### config.mk
export PLATFORM = sky130hd
export DESIGN_NAME = stlb_ctrl
export DESIGN_NICKNAME = d
export VERILOG_FILES = /design/src/sv/stlb_pkg.sv /design/src/sv/stlb_ctrl.sv
export SDC_FILE = /design/constraint.sdc
export NUM_CORES = 1
export LEC_CHECK = 0
export BUFFER_PORTS_ARGS = -buffer_cell sky130_fd_sc_hd__buf_2
export CORE_AREA = 2 2 39 41
export CTS_CLUSTER_SIZE = 20
export DETAILED_ROUTE_END_ITERATION = 8
export DIE_AREA = 0 0 41 43
export GPL_TIMING_DRIVEN = 0
export HOLD_SLACK_MARGIN = 0.1
export PLACE_DENSITY = 0.36
export REMOVE_ABC_BUFFERS = 1
export SLEW_MARGIN = 20
export SYNTH_ARGS = -nofsm -noshare
export SYNTH_HDL_FRONTEND = slang
export SYNTH_SLANG_ARGS = --single-unit
### constraint.sdc
create_clock -name clk -period 1.05 [get_ports clk]
set_clock_uncertainty 0.05 [all_clocks]
set_input_delay 0.1575 -clock clk [delete_from_list [all_inputs] [get_ports clk]]
set_output_delay 0.1575 -clock clk [all_outputs]
set_load 0.1 [all_outputs]
### src/sv/stlb_pkg.sv
// Shared types and constants for the two-level branch target buffer
`timescale 1ns / 1ps
`default_nettype none
package stlb_pkg;
  localparam int ADDR_W = 48;
  localparam int L2_TGT_OUT_W = 32;
  localparam int WAY_OUT_W = 2;
  localparam logic OP_LOOKUP = 1'b0;
  localparam logic OP_FILL = 1'b1;
  localparam logic [1:0] LVL_L1 = 2'd0;
  localparam logic [1:0] LVL_L2 = 2'd1;
  localparam logic [1:0] LVL_BOTH = 2'd2;
  localparam logic [15:0] LFSR_SEED = 16'hACE1;

  // Commands from the controller to the datapath
  typedef struct packed {
    logic capture;  // latch input word, start memory read
    logic clear;    // write one clearing row
    logic resolve;  // compare read data, write back, load output
  } stlb_cmd_t;

  typedef struct packed {
    logic clear_done;  // last row of the clearing pass
  } stlb_status_t;
endpackage
`default_nettype wire

### src/sv/stlb_ctrl.sv
// Controller sequencing clearing pass, memory read and resolve steps
`timescale 1ns / 1ps
`default_nettype none
module stlb_ctrl (
  input  wire                   clk,
  input  wire                   rst,
  input  wire                   in_valid,
  output logic                  in_ready,
  input  wire                   out_busy,
  input  stlb_pkg::stlb_status_t status,
  output stlb_pkg::stlb_cmd_t   cmd
);
  import stlb_pkg::*;
  localparam logic [1:0] S_CLEAR = 2'd0;
  localparam logic [1:0] S_IDLE = 2'd1;
  localparam logic [1:0] S_READ = 2'd2;
  logic [1:0] state, state_next;

  always_comb begin
    state_next = state;
    cmd = '0;
    in_ready = 1'b0;
    case (state)
      S_CLEAR: begin
        cmd.clear = 1'b1;
        if (status.clear_done) state_next = S_IDLE;
      end
      S_IDLE: begin
        in_ready = !out_busy;
        if (in_valid && !out_busy) begin
          cmd.capture = 1'b1;
          state_next = S_READ;
        end
      end
      S_READ: begin
        cmd.resolve = 1'b1;
        state_next = S_IDLE;
      end
      default: state_next = S_CLEAR;
    endcase
  end

  always_ff @(posedge clk) begin
    if (rst) state <= S_CLEAR;
    else state <= state_next;
  end
endmodule
`default_nettype wire

-- Yosys cells after proc, flatten, opt, wreduce, memory -nomap -nowiden
Index checks and enable logic that the tools add are counted.
- output and inout bits: 4
- register bits after elaboration: 2
- input port bits: 5
- word-level logic and storage cells: 17
- equality and inequality tests: 4
- reduce and logical (&&, ||, !) cells: 4
- mux-type cells: 8
- operators by type and width (operator ; count):
    2-bit one-hot mux with 3 select lines ; 1
    1-bit two-way mux ; 5
    2-bit two-way mux ; 2
    2-bit inequality test (second input constant) ; 2
    2-bit by 1-bit equality test with 1-bit output (second input constant) ; 1
    2-bit equality test (second input constant) ; 1
    2-bit logical NOT ; 1
    2-bit AND reduction ; 1
    1-bit logical AND ; 1
    1-bit logical NOT ; 1

-- Depth between registers and ports, before layout
- depth after elaboration: 4
- gate-level depth with buffers: 3
- depth with buffers taken out: 3

-- Least setup slack after synthesis
OpenSTA, ideal clock, no wires.
- path type: reg2out
- start point: reg state[1]
- end point: out cmd[2] (netlist bit)
- buffers on the path: 0
- setup slack: -0.876 ns
- stages on the path, launching flop included: 3
- data required time: 0.842 ns
- arrival: 1.718 ns
- path through: dfxtp_1 nand2b_4 nor2_1
- RTL lines (what ; line ; text):
    start, declared ; stlb_ctrl.sv:17 ; logic [1:0] state, state_next;
    start signal, assigned ; stlb_ctrl.sv:45 ; else state <= state_next;
    end, declared ; stlb_ctrl.sv:11 ; output stlb_pkg::stlb_cmd_t cmd

==> impl_metrics.yaml <==
yosys:
  netlist_instances: 12
  yosys.area.top_type_share_pct: 35.6
  ys_types: 8
  synthTopCellsByCount: "nor2_1, dfxtp_1, nand2b_4"
  ys_seq_elements: 2
  ys.flop_type: "dfxtp_1"
  synth.avg_cell_area_um2: 9.38
  ys_seq_area_share_pct: 35.6
  synth_area_leader_cell: "dfxtp_1"
  yosysMostFrequentCell: "nor2_1"
  synth_area_leaders: "dfxtp_1, nand2b_4, nor2_1"
  synth_warnings: 0
  syn-cell-area_um2: 113
  async_flop_share_pct: 0
  synth-edff-count: 0
route:
  drt_wl_total_um: 329
  wl_per_cell_um: 8.02
  ant_nets: 0
  firstDrtPassIters: 1
  avgViaCountPerCell: 3.10
  vias: 127
  drc: 0
  drtIter0Drc: 0
sta:
  rsz0062_at_grt: "true"
  final_hold_viol_count: 0
  fmax_mhz: 834
  timing.final.crit_share_pct: 114
  setup_viol: 4
  max_slew_margin_pct: 83.7
  worstMarginPinSlew_ps: 244
  slew_viol_final: 0
  worst_slack_ps: -149
  period_minus_slack_ps: 1200
grt:
  grt_max_degree: 5
  grt_antenna_before_repair: 0
  grt_overflow: 0
  grt_use_total_pct: 5.70
  grt_pass1_vias: 135
  grt_pass1_wl_um: 586
cells_and_area:
  largest_register: "state"
  final_nets: 32
  instances_no_fill: 41
  reg.largest.list: "state: 2 flops"
  syn_to_final_growth_pct: 152
  postLayoutCellArea_um2: 284
  largest_reg_flops: 2
  antenna_cells: 0
  drive_above_1_share_pct: 80.0
clocking:
  cts_tree: "done"
  root_buffer: "clkbuf_4"
  cts_made_buffers: 3
  insertion_delay_ps: 230
  cts_sinks: 2
  cts.clk_slew.worst_paths_ps: 30
  cts_max_level: 1
  cts_buffer_depth: 2
floorplan:
  core_area_um2: 1380
  start_util_pct: 8.14
  dieWidth_um: 41
  dieArea_um2: 1760
  pin_count: 9
  rows: 14
  die_h_um: 43
setup_path:
  arrival_ps: 990
  regToRegSetupSlack_ps: 80
  path_class: "register to output pin"
  start_kind: "register"
  crit_path_end_kind: "output pin"
  critPathMaxFanout: 4
  required_ps: 840
pwr:
  ir_worst_vdd_mv: 0.247
  leakagePower_nw: 0.116
  p_total_uw: 398
  powerDensity_nw_per_um2: 1400
placed_design:
  gp_congestion: 0.521
  placed_cells: 36
  dp_hpwl_um: 233
  numPortBuffers: 8
  placedInstanceArea_um2: 173
outcome:
  violations: "setup timing"
  status: "finished, violations left"
run:
  max-cap-violations: 0
worst_hold_path:
  hold_class: "primary input to register"
worst max-delay path: stages, from the launching register on:
cell and delay (ps):
dfxtp_2 320, nand2b_4 160, nor2_4 100, buf_12 180
routing by layer:
layer  part of all wire [%]  vias to the layer above  routed length (um)  GRT usage [%]
met2                     35                       11                 114           5.00
met4                    3.6                        0                  12           6.00
met5                      0                        -                   0              0
li1                       -                       66                   -              -
met3                     20                        2                  66           6.28
met1                     41                       48                 135           6.35
worst paths after layout:
check | endpoint | start | depth (start not counted)
setup / recovery | cmd[2] | state[1]$_SDFFE_PP0P_ | 3
hold / removal | state[0]$_SDFFE_PP0P_ | status | 3
setup reg to reg | state[0]$_SDFFE_PP0P_ | state[1]$_SDFFE_PP0P_ | 4
hold reg to reg | state[0]$_SDFFE_PP0P_ | state[1]$_SDFFE_PP0P_ | 2
timing repair:
item	CTS	global route
hold buffers	1	0
resized for setup	18	3
setup buffers	1	0
pin swaps	1	0
hold endpoints to repair	2	0
setup endpoints to repair	4	4
power by group:
part,internal (mW),switching [mW]
Clock,0.126,0.0441
Sequential,0.0819,0.00584
Combinational,0.0523,0.0882
metrics by stage:
stage	utilization [%]	setup slack (ps)	TNS (ps)	hold slack [ps]
after floorplan	-	-876	-3370	170
after global placement	12.5	-158	-345	288
after detailed placement	12.5	-151	-371	292
after CTS	19.7	-160	-552	174
after global routing	20.5	-199	-671	197
final	20.5	-149	-487	184
cell usage in the layout (no fill, tap or decap):
master,n
nand2b_1,1
dfxtp_2,2
nor3_1,1
nor2_4,2
buf_2,4
clkbuf_4,3
dlygate4sd3_1,1
buf_12,3
buf_4,1
nand2b_4,2
o21bai_1,1
nor2b_2,1
a21oi_2,1
nor2_1,1
buf_6,1
cell type report:
cell class	count	area (um2)
timing repair buffer	10	109
fill	157	1100
tap	16	20.0
clock buffer	3	22.5
sequential	2	42.5
multi-input combinational	10	90.1
logic make-up (layout without fill, tap and decap cells):
group	count (synthesis)	after routing	synth area share [%]
simple gates	8	8	50.0
compound gates	2	2	14.4
flops	2	2	35.6
buf+inv	0	13	0
Power figures use the tool's default switching activity.
